[src/hdl/ddodo_pkg.sv]
// ----------------------------------------------------------------------------
// ddodo_pkg
// Types and constants for the differential drive odometry block: register
// indexes, fixed-point scale factors, cordic arctangent table, sequencer states.
// ----------------------------------------------------------------------------
package ddodo_pkg;

	// configuration register indexes
	localparam logic [2:0] REG_WHEEL_RADIUS = 3'd0;
	localparam logic [2:0] REG_WHEEL_BASE   = 3'd1;
	localparam logic [2:0] REG_TICK_PERIOD  = 3'd2;
	localparam logic [2:0] REG_INIT_X       = 3'd3;
	localparam logic [2:0] REG_INIT_Y       = 3'd4;
	localparam logic [2:0] REG_INIT_HEADING = 3'd5;

	localparam logic [15:0] RADIUS_RST = 16'd6554;
	localparam logic [19:0] BASE_RST   = 20'd32768;
	localparam logic [15:0] PERIOD_RST = 16'd655;

	// round(pi/960 * 2^40), rpm*radius*period to travel in 2^-32 m
	localparam logic [31:0] PATH_SCALE = 32'd3598143388;
	// inverse cordic gain in q30
	localparam logic signed [31:0] GAIN_INV = 32'sd652032874;

	localparam logic signed [47:0] POS_MAX = 48'sh7FFF_FFFF_FFFF;
	localparam logic signed [47:0] POS_MIN = 48'sh8000_0000_0000;

	// heading bounds for the half-turn fold
	localparam logic [23:0] QUARTER_TURN = 24'h400000;
	localparam logic [23:0] HALF_TURN    = 24'h800000;
	localparam logic [23:0] THREE_QUARTER = 24'hC00000;

	localparam int CORDIC_MAX = 24;

	typedef enum logic [5:0] {
		ST_IDLE = 6'b000001,
		ST_CORD = 6'b000010,
		ST_MULA = 6'b000100,
		ST_MULB = 6'b001000,
		ST_MULC = 6'b010000,
		ST_FIN  = 6'b100000
	} state_t;

	// atan(2^-i) in 2^-32 turn units
	function automatic logic [31:0] atan_lut(input logic [4:0] idx);
		logic [31:0] v;
		case (idx)
			5'd0:  v = 32'h20000000;
			5'd1:  v = 32'h12E4051E;
			5'd2:  v = 32'h09FB385B;
			5'd3:  v = 32'h051111D4;
			5'd4:  v = 32'h028B0D43;
			5'd5:  v = 32'h0145D7E1;
			5'd6:  v = 32'h00A2F61E;
			5'd7:  v = 32'h00517C55;
			5'd8:  v = 32'h0028BE53;
			5'd9:  v = 32'h00145F2F;
			5'd10: v = 32'h000A2F98;
			5'd11: v = 32'h000517CC;
			5'd12: v = 32'h00028BE6;
			5'd13: v = 32'h000145F3;
			5'd14: v = 32'h0000A2FA;
			5'd15: v = 32'h0000517D;
			5'd16: v = 32'h000028BE;
			5'd17: v = 32'h0000145F;
			5'd18: v = 32'h00000A30;
			5'd19: v = 32'h00000518;
			5'd20: v = 32'h0000028C;
			5'd21: v = 32'h00000146;
			5'd22: v = 32'h000000A3;
			5'd23: v = 32'h00000051;
			default: v = 32'h00000000;
		endcase
		return v;
	endfunction

endpackage

[src/hdl/differential_drive_odometry.sv]
// ----------------------------------------------------------------------------
// differential_drive_odometry
// Euler dead reckoning for a two-wheel robot: bit-serial multipliers and a
// restoring divider, an iterative cordic, saturating 48-bit position state.
// ----------------------------------------------------------------------------
// sequence: an accepted input runs the cordic and the period-radius product
// (ST_CORD), then the shift-add multipliers (17 + 32 + 32 bit-serial steps in
// ST_MULA, ST_MULB, ST_MULC) with the divider; ST_FIN registers the result once
// the output can take it, and the next input can be taken in the cycle after.
// reset: pose clears to zero, geometry registers load their defaults, no result
// pending.
module differential_drive_odometry #(
	parameter int CORDIC_STEPS = 18
) (
	input  logic                clk,
	input  logic                arst_n,
	input  logic                cfg_wr_en,
	input  logic [2:0]          cfg_index,
	input  logic [47:0]         cfg_data,
	input  logic                rpm_valid,
	output logic                rpm_stall,
	input  logic signed [15:0]  left_speed,
	input  logic signed [15:0]  right_speed,
	output logic                pose_valid,
	input  logic                pose_stall,
	output logic signed [47:0]  pos_x,
	output logic signed [47:0]  pos_y,
	output logic [23:0]         heading
);

	localparam int NCORD = (CORDIC_STEPS < ddodo_pkg::CORDIC_MAX) ?
		CORDIC_STEPS : ddodo_pkg::CORDIC_MAX;
	localparam int LEN_CORD = (NCORD > 16) ? NCORD : 16;

	ddodo_pkg::state_t state_q;
	logic [4:0]  cnt_q;
	logic        out_vld_q;

	logic [15:0] radius_q;
	logic [19:0] base_q;
	logic [15:0] period_q;
	logic signed [47:0] x_q;
	logic signed [47:0] y_q;
	logic [23:0] h_q;

	logic        sum_neg_q, diff_neg_q, flip_q;
	logic [31:0] rt_q;
	logic signed [31:0] cx_q, cy_q, cz_q;
	logic [48:0] pa_q, pd_q;
	logic [48:0] ts_q;
	logic [40:0] s_q;
	logic [31:0] mx_q, my_q;
	logic        sgx_q, sgy_q;
	logic [40:0] ax_q, ay_q;

	logic        div_busy_q;
	logic [5:0]  div_cnt_q;
	logic [24:0] rem_q, dvs_q;
	logic [51:0] num_q;
	logic [23:0] q_q;

	logic        in_xfer, fin_go;
	logic [16:0] sum_in, diff_in, sum_abs, diff_abs;
	logic        h_flip;
	logic [23:0] h_fold;
	logic [19:0] base_nz;
	logic [23:0] den;
	logic [16:0] rt_sum;
	logic signed [31:0] xs, ys;
	logic [31:0] atan_v;
	logic [32:0] pa_sum, pd_sum;
	logic [49:0] ts_sum;
	logic [41:0] ax_sum, ay_sum;
	logic [25:0] trial;
	logic        cneg_x, cneg_y;
	logic [40:0] rx, ry;
	logic signed [48:0] dx, dy, xsum, ysum;
	logic signed [47:0] x_new, y_new;
	logic [23:0] h_new;

	assign in_xfer    = rpm_valid && !rpm_stall;
	assign rpm_stall  = (state_q != ddodo_pkg::ST_IDLE);
	assign pose_valid = out_vld_q;
	assign pos_x      = x_q;
	assign pos_y      = y_q;
	assign heading    = h_q;
	assign fin_go     = (state_q == ddodo_pkg::ST_FIN) && !div_busy_q &&
		(!out_vld_q || !pose_stall);

	always_comb begin
		sum_in   = {left_speed[15], left_speed} + {right_speed[15], right_speed};
		diff_in  = {right_speed[15], right_speed} - {left_speed[15], left_speed};
		sum_abs  = sum_in[16] ? (17'd0 - sum_in) : sum_in;
		diff_abs = diff_in[16] ? (17'd0 - diff_in) : diff_in;

		// between a quarter and three quarters of a turn: fold by a half turn, negate results later
		h_flip = (h_q > ddodo_pkg::QUARTER_TURN && h_q < ddodo_pkg::HALF_TURN) ||
			(h_q >= ddodo_pkg::HALF_TURN && h_q < ddodo_pkg::THREE_QUARTER);
		h_fold = h_flip ? (h_q ^ ddodo_pkg::HALF_TURN) : h_q;

		base_nz = (base_q == 20'd0) ? 20'd1 : base_q;
		den     = {base_nz, 4'b0000} - {4'b0000, base_nz};

		rt_sum = {1'b0, rt_q[31:16]} + (rt_q[0] ? {1'b0, radius_q} : 17'd0);

		xs     = cx_q >>> cnt_q;
		ys     = cy_q >>> cnt_q;
		atan_v = ddodo_pkg::atan_lut(cnt_q);

		pa_sum = {1'b0, pa_q[48:17]} + (pa_q[0] ? {1'b0, rt_q} : 33'd0);
		pd_sum = {1'b0, pd_q[48:17]} + (pd_q[0] ? {1'b0, rt_q} : 33'd0);

		ts_sum = {1'b0, ts_q} + (ddodo_pkg::PATH_SCALE[cnt_q] ? {1'b0, pa_q} : 50'd0);

		ax_sum = {1'b0, ax_q} + (mx_q[0] ? {1'b0, s_q} : 42'd0);
		ay_sum = {1'b0, ay_q} + (my_q[0] ? {1'b0, s_q} : 42'd0);

		trial = {rem_q, num_q[51]} - {1'b0, dvs_q};

		cneg_x = flip_q ? (cx_q > 32'sd0) : (cx_q < 32'sd0);
		cneg_y = flip_q ? (cy_q > 32'sd0) : (cy_q < 32'sd0);

		rx = ax_q + 41'h2000;
		ry = ay_q + 41'h2000;
		dx = sgx_q ? (49'sd0 - $signed({22'd0, rx[40:14]})) : $signed({22'd0, rx[40:14]});
		dy = sgy_q ? (49'sd0 - $signed({22'd0, ry[40:14]})) : $signed({22'd0, ry[40:14]});
		xsum = {x_q[47], x_q} + dx;
		ysum = {y_q[47], y_q} + dy;
		if (xsum[48] != xsum[47]) begin
			x_new = xsum[48] ? ddodo_pkg::POS_MIN : ddodo_pkg::POS_MAX;
		end else begin
			x_new = xsum[47:0];
		end
		if (ysum[48] != ysum[47]) begin
			y_new = ysum[48] ? ddodo_pkg::POS_MIN : ddodo_pkg::POS_MAX;
		end else begin
			y_new = ysum[47:0];
		end
		h_new = diff_neg_q ? (h_q - q_q) : (h_q + q_q);
	end

	// sequencer, configuration and pose state
	always_ff @(posedge clk or negedge arst_n) begin
		if (!arst_n) begin
			state_q    <= ddodo_pkg::ST_IDLE;
			cnt_q      <= '0;
			out_vld_q  <= 1'b0;
			div_busy_q <= 1'b0;
			div_cnt_q  <= '0;
			radius_q   <= ddodo_pkg::RADIUS_RST;
			base_q     <= ddodo_pkg::BASE_RST;
			period_q   <= ddodo_pkg::PERIOD_RST;
			x_q        <= '0;
			y_q        <= '0;
			h_q        <= '0;
		end else begin
			if (cfg_wr_en) begin
				case (cfg_index)
					ddodo_pkg::REG_WHEEL_RADIUS: radius_q <= cfg_data[15:0];
					ddodo_pkg::REG_WHEEL_BASE:   base_q   <= cfg_data[19:0];
					ddodo_pkg::REG_TICK_PERIOD:  period_q <= cfg_data[15:0];
					ddodo_pkg::REG_INIT_X:       x_q      <= cfg_data;
					ddodo_pkg::REG_INIT_Y:       y_q      <= cfg_data;
					ddodo_pkg::REG_INIT_HEADING: h_q      <= cfg_data[23:0];
					default: ;
				endcase
			end

			if (fin_go) begin
				out_vld_q <= 1'b1;
			end else if (!pose_stall) begin
				out_vld_q <= 1'b0;
			end

			if (div_busy_q) begin
				div_cnt_q <= div_cnt_q + 6'd1;
				if (div_cnt_q == 6'd51) begin
					div_busy_q <= 1'b0;
				end
			end

			case (state_q)
				ddodo_pkg::ST_IDLE: begin
					if (in_xfer) begin
						state_q <= ddodo_pkg::ST_CORD;
						cnt_q   <= '0;
					end
				end
				ddodo_pkg::ST_CORD: begin
					if (cnt_q == 5'(LEN_CORD - 1)) begin
						state_q <= ddodo_pkg::ST_MULA;
						cnt_q   <= '0;
					end else begin
						cnt_q <= cnt_q + 5'd1;
					end
				end
				ddodo_pkg::ST_MULA: begin
					if (cnt_q == 5'd16) begin
						state_q    <= ddodo_pkg::ST_MULB;
						cnt_q      <= '0;
						div_busy_q <= 1'b1;
						div_cnt_q  <= '0;
					end else begin
						cnt_q <= cnt_q + 5'd1;
					end
				end
				ddodo_pkg::ST_MULB: begin
					cnt_q <= cnt_q + 5'd1;
					if (cnt_q == 5'd31) begin
						state_q <= ddodo_pkg::ST_MULC;
					end
				end
				ddodo_pkg::ST_MULC: begin
					cnt_q <= cnt_q + 5'd1;
					if (cnt_q == 5'd31) begin
						state_q <= ddodo_pkg::ST_FIN;
					end
				end
				ddodo_pkg::ST_FIN: begin
					if (fin_go) begin
						state_q <= ddodo_pkg::ST_IDLE;
						x_q     <= x_new;
						y_q     <= y_new;
						h_q     <= h_new;
					end
				end
				default: state_q <= ddodo_pkg::ST_IDLE;
			endcase
		end
	end

	// datapath: serial products, cordic iterations, divider
	always_ff @(posedge clk) begin
		case (state_q)
			ddodo_pkg::ST_IDLE: begin
				if (in_xfer) begin
					sum_neg_q  <= sum_in[16];
					diff_neg_q <= diff_in[16];
					pa_q       <= {32'd0, sum_abs};
					pd_q       <= {32'd0, diff_abs};
					rt_q       <= {16'd0, period_q};
					flip_q     <= h_flip;
					cx_q       <= ddodo_pkg::GAIN_INV;
					cy_q       <= '0;
					cz_q       <= {h_fold, 8'd0};
				end
			end
			ddodo_pkg::ST_CORD: begin
				if (cnt_q < 5'd16) begin
					rt_q <= {rt_sum, rt_q[15:1]};
				end
				if (cnt_q < 5'(NCORD)) begin
					if (!cz_q[31]) begin
						cx_q <= cx_q - ys;
						cy_q <= cy_q + xs;
						cz_q <= cz_q - $signed(atan_v);
					end else begin
						cx_q <= cx_q + ys;
						cy_q <= cy_q - xs;
						cz_q <= cz_q + $signed(atan_v);
					end
				end
			end
			ddodo_pkg::ST_MULA: begin
				pa_q <= {pa_sum, pa_q[16:1]};
				pd_q <= {pd_sum, pd_q[16:1]};
				if (cnt_q == 5'd16) begin
					ts_q <= '0;
					// 2*num + den with num = 4*|diff|*rt, divided by 2*den
					num_q <= {1'b0, pd_sum[31:0], pd_q[16:1], 3'b000} + {28'd0, den};
					dvs_q <= {den, 1'b0};
					rem_q <= '0;
				end
			end
			ddodo_pkg::ST_MULB: begin
				ts_q <= ts_sum[49:1];
				if (cnt_q == 5'd31) begin
					s_q   <= ts_sum[49:9] + {40'd0, ts_sum[8]};
					mx_q  <= cx_q[31] ? (32'd0 - cx_q) : cx_q;
					my_q  <= cy_q[31] ? (32'd0 - cy_q) : cy_q;
					sgx_q <= sum_neg_q ^ cneg_x;
					sgy_q <= sum_neg_q ^ cneg_y;
					ax_q  <= '0;
					ay_q  <= '0;
				end
			end
			ddodo_pkg::ST_MULC: begin
				ax_q <= ax_sum[41:1];
				ay_q <= ay_sum[41:1];
				mx_q <= {1'b0, mx_q[31:1]};
				my_q <= {1'b0, my_q[31:1]};
			end
			default: ;
		endcase

		if (div_busy_q) begin
			num_q <= {num_q[50:0], 1'b0};
			if (!trial[25]) begin
				rem_q <= trial[24:0];
				q_q   <= {q_q[22:0], 1'b1};
			end else begin
				rem_q <= {rem_q[23:0], num_q[51]};
				q_q   <= {q_q[22:0], 1'b0};
			end
		end
	end

endmodule
[config.mk]
export PLATFORM = sky130hd
export DESIGN_NAME = differential_drive_odometry
export DESIGN_NICKNAME = d
export VERILOG_FILES = /design/src/hdl/ddodo_pkg.sv /design/src/hdl/differential_drive_odometry.sv
export SDC_FILE = /design/constraint.sdc
export NUM_CORES = 2
export LEC_CHECK = 0
export BUFFER_PORTS_ARGS = -buffer_cell sky130_fd_sc_hd__buf_4
export CORE_MARGIN = 10
export CORE_UTILIZATION = 53
export CTS_CLUSTER_SIZE = 24
export DETAILED_ROUTE_END_ITERATION = 12
export GPL_TIMING_DRIVEN = 0
export HOLD_SLACK_MARGIN = 0.05
export PLACE_DENSITY = 0.83
export SYNTH_ARGS = -nofsm -noshare
export SYNTH_HDL_FRONTEND = slang
export SYNTH_SLANG_ARGS = --single-unit
[constraint.sdc]
create_clock -name clk -period 8.2 [get_ports clk]
set_input_delay 0.41 -clock clk [delete_from_list [all_inputs] [get_ports clk]]
set_output_delay 0.41 -clock clk [all_outputs]
set_load 0.005 [all_outputs]
==> run_results.csv <==
group,metric,value,unit
sta,relSlewSlack,-0.582,%
cts,tritoncts,"yes",
critical_path,cp_top_family,"simple AND/OR/NAND/NOR gates",
logic_synthesis,synth.net_count,8427,
cts,cts_root_buf,"clkbuf_16",
logic_synthesis,async_flop_share,24.4,%
cts,numCtsBuffers,91,
flow_run,cap_violations,2,
sta,period_needed,7820,ps
pwr,leakagePower,31.7,nW
outcome,violations,"capacitance limit, slew limit",
global_routing,grt_antenna_before_repair,10,
layout,multi_input_area,0.0442,sq mm
global_routing,grt_max_degree,106,
cts,path_clk_slew,60,ps
sta,slew_violations,4,
global_routing,grt_usage,30.9,%
critical_path,critPathKind,"reg2reg",
logic_synthesis,ys_top_cells_by_count,"nand2_1, nor2_1, edfxtp_1, o21ai_0, ha_1",
sta,fin_worst_skew,31.7,ps
hold_path,hold_path_class,"in2reg",
detailed_routing,drcViolationCount,0,
placed_design,gp_congestion,1.05,
sta,tightest_slew,1510,ps
detailed_routing,drt_wl_total,236000,microns
floorplanning,die_w,381,microns
detailed_routing,vias,63621,
floorplanning,row_count,132,
logic_synthesis,syn_inst,7789,
detailed_routing,drtIter0Drc,6928,
cts,h-tree-depth,3,
cts,cts_sinks,783,
logic_synthesis,synth_top_area_cell,"edfxtp_1",
cts,cts.path.max_buffers,3,
critical_path,path_cells,"buf_4 -> clkbuf_2 -> clkbuf_1 -> clkbuf_2 -> o22ai_2 -> clkbuf_2 -> clkbuf_1 -> and3_1 -> ha_1 -> clkbuf_1 -> and3_1 -> nand2_1 -> nor2_1 -> nand3_1 -> nor4_1 -> nor3_1 -> o21ai_0 -> xor2_1 -> nand4_1 -> a31o_1 -> or4_4 -> nand3b_1 -> xnor2_1",
sta,period_share,95.4,%
placed_design,dp_cells,9751,
critical_path,cp_max_fo,19,
sta,finalSetupViolCount,0,
floorplanning,die-area,0.145,sq mm
logic_synthesis,ys_seq_area_share,32.7,%
critical_path,critPathBufInv,7,
floorplanning,die_h,381,microns
floorplanning,start_util,53.3,%
global_routing,grt_pass1_vias,61408,
floorplanning,core,0.129,sq mm
logic_synthesis,yosysMostFrequentCell,"nand2_1",
critical_path,cp_data_required_time,8710,ps
detailed_routing,wl_per_cell,23.7,microns
cts,clock_latency,720,ps
layout,instances_no_fill,9957,
detailed_routing,viasPerCell,6.39,
layout,syn2layout_area_growth,11.0,%
logic_synthesis,synth_top_area_share,25.7,%
detailed_routing,antenna_left,0,
critical_path,endpoint_kind,"register",
layout,nets,8770,
pwr,power_density,381,mW/mm^2
critical_path,cpPeakStageDelay,840,ps
critical_path,slowest_stage,"nor4_1",
placed_design,hpwl,181000,microns
global_routing,grt_remaining_overflow,0,
logic_synthesis,syn_area,0.0690,sq mm
global_routing,grt_pass1_wl,357000,microns
critical_path,worstPathArrival,8340,ps
critical_path,worst_setup_path_start_kind,"register",
sta,fin_setup_tns,0,ps
layout,final_util,59.2,%
logic_synthesis,synth_area_per_cell,8.86,sq um
floorplanning,io_pins,210,
layout,fillCellCount,11007,
logic_synthesis,ys_warn_count,0,
logic_synthesis,synth-seq-cells,783,
logic_synthesis,synth_edf_count,591,
logic_synthesis,yosys.cell_types.count,110,
sta,hold_viol_final,0,
layout,regArea,0.0226,sq mm
detailed_routing,firstDrtPassIters,6,
placed_design,portBuffers,207,
layout,drive_gt1_share,8.30,%
sta,max_freq,128,MHz
outcome,outcome,"complete, but fails checks",
pwr,peakVddDrop,316,uV
logic_synthesis,synthFlopType,"edfxtp_1",
logic_synthesis,synth_area_leaders,"edfxtp_1, ha_1, dfrtp_1, xnor2_1, xor2_1",
[report_power, final]
part           total (mW)  switching, mW  internal [mW]
logic                18.3           10.8           7.49
clock network        4.28           1.85           2.43
registers            6.57           1.14           5.44
[worst min-delay path: cells and delay by family]
kind	cells	cell delay [ps]
buffers and inverters	1	140
AO/OA/AOI/OAI	1	90
multiplexers	1	120
[metrics by stage]
| step | instance area [sq um] | hold slack [ps] | worst slack, ps | power, mW |
|---|---|---|---|---|
| after floorplan | 69000 | 114 | 1540 | 19.4 |
| final | 76600 | 95.3 | 375 | 29.2 |
| after global routing | 76600 | 91.9 | -20.3 | 30.9 |
| after global placement | 72800 | 486 | -1730 | 23.6 |
| after detailed placement | 73200 | 485 | -1100 | 24.2 |
| after CTS | 76500 | 52.4 | 33.7 | 28.6 |
[state kept, by name, summed over array words and instances (netlist names), 25 cells and up]
signal and flops:
ax_q 41, ay_q 41, cx_q 32, cy_q 32, cz_q 32, mx_q 32, my_q 32, num_q 52
pa_q 49, pd_q 49, pos_x 48, pos_y 48, rem_q 25, rt_q 32, s_q 41, ts_q 49
[area by class of cell]
type,count,area share (%)
diodes,8,0.0261
plain buffers,335,1.83
clock buffers,103,3.14
clock inverters,65,0.839
inverters,271,1.33
multi-input cells,6396,57.6
flip-flops and latches,783,29.5
well taps,1742,2.84
repair buffers,254,2.90
[cells by family after synthesis]
kind of cell / count (synthesis) / synth area share [%]
adder cells (fa/ha/maj): 550 / 10.1
AO/OA/AOI/OAI: 2003 / 18.4
flip-flops: 783 / 32.7
AND/OR/NAND/NOR: 2766 / 19.4
XOR/XNOR: 800 / 10.2
multiplexers: 277 / 5.64
buffers and inverters: 610 / 3.51
[final timing paths]
check	from	endpoint	slack (ps)	depth (start not counted)
max	cnt_q[2]	s_q[40]	380	23
min	cfg_data[42]	pos_x[42]	100	3
max reg2reg	cnt_q[2]	s_q[40]	380	23
min reg2reg	q_q[5]	q_q[6]	500	0
max in group asynchronous	arst_n	heading[22]	6880	4
min in group asynchronous	arst_n	div_cnt_q[2]	300	3
[routing by layer]
| metal | global-route usage (%) | vias up | wire [microns] |
|---|---|---|---|
| met5 | 0 | - | 57 |
| met3 | 7.22 | 754 | 24600 |
| met4 | 18.5 | 10 | 16100 |
| li1 | - | 29042 | - |
| met1 | 38.8 | 30414 | 92300 |
| met2 | 48.2 | 3401 | 103000 |
[cell usage in the layout (no fill, tap or decap), types with 28 or more instances in the layout]
master,count
clkbuf_16,93
ha_1,534
dlygate4sd3_1,31
a31oi_1,83
a21oi_1,487
o211ai_1,28
o31ai_1,66
o21ai_0,545
nand4_1,63
nor2_1,686
and3_1,143
nor3_1,172
nor2b_1,110
nand2b_1,97
mux2i_1,138
nor4_1,36
o22ai_1,74
mux4_2,75
o21a_1,96
or2_2,39
xnor2_1,446
or3_1,64
mux2_2,57
xor2_1,351
a21o_1,211
clkinv_2,29
clkbuf_1,270
edfxtp_1,591
a211oi_1,73
dfrtp_1,176
buf_4,214
nand2_1,807
and2_1,248
inv_1,267
o21bai_1,63
nand3_1,165
[timing repair]
item,in CTS,in global routing
hold buffers,31,0
hold endpoints to repair,126,0
gates resized for setup,4,23
pin swaps,0,1
setup endpoints to repair,29,102
setup buffers,0,3
Power figures use the tool's default switching activity.
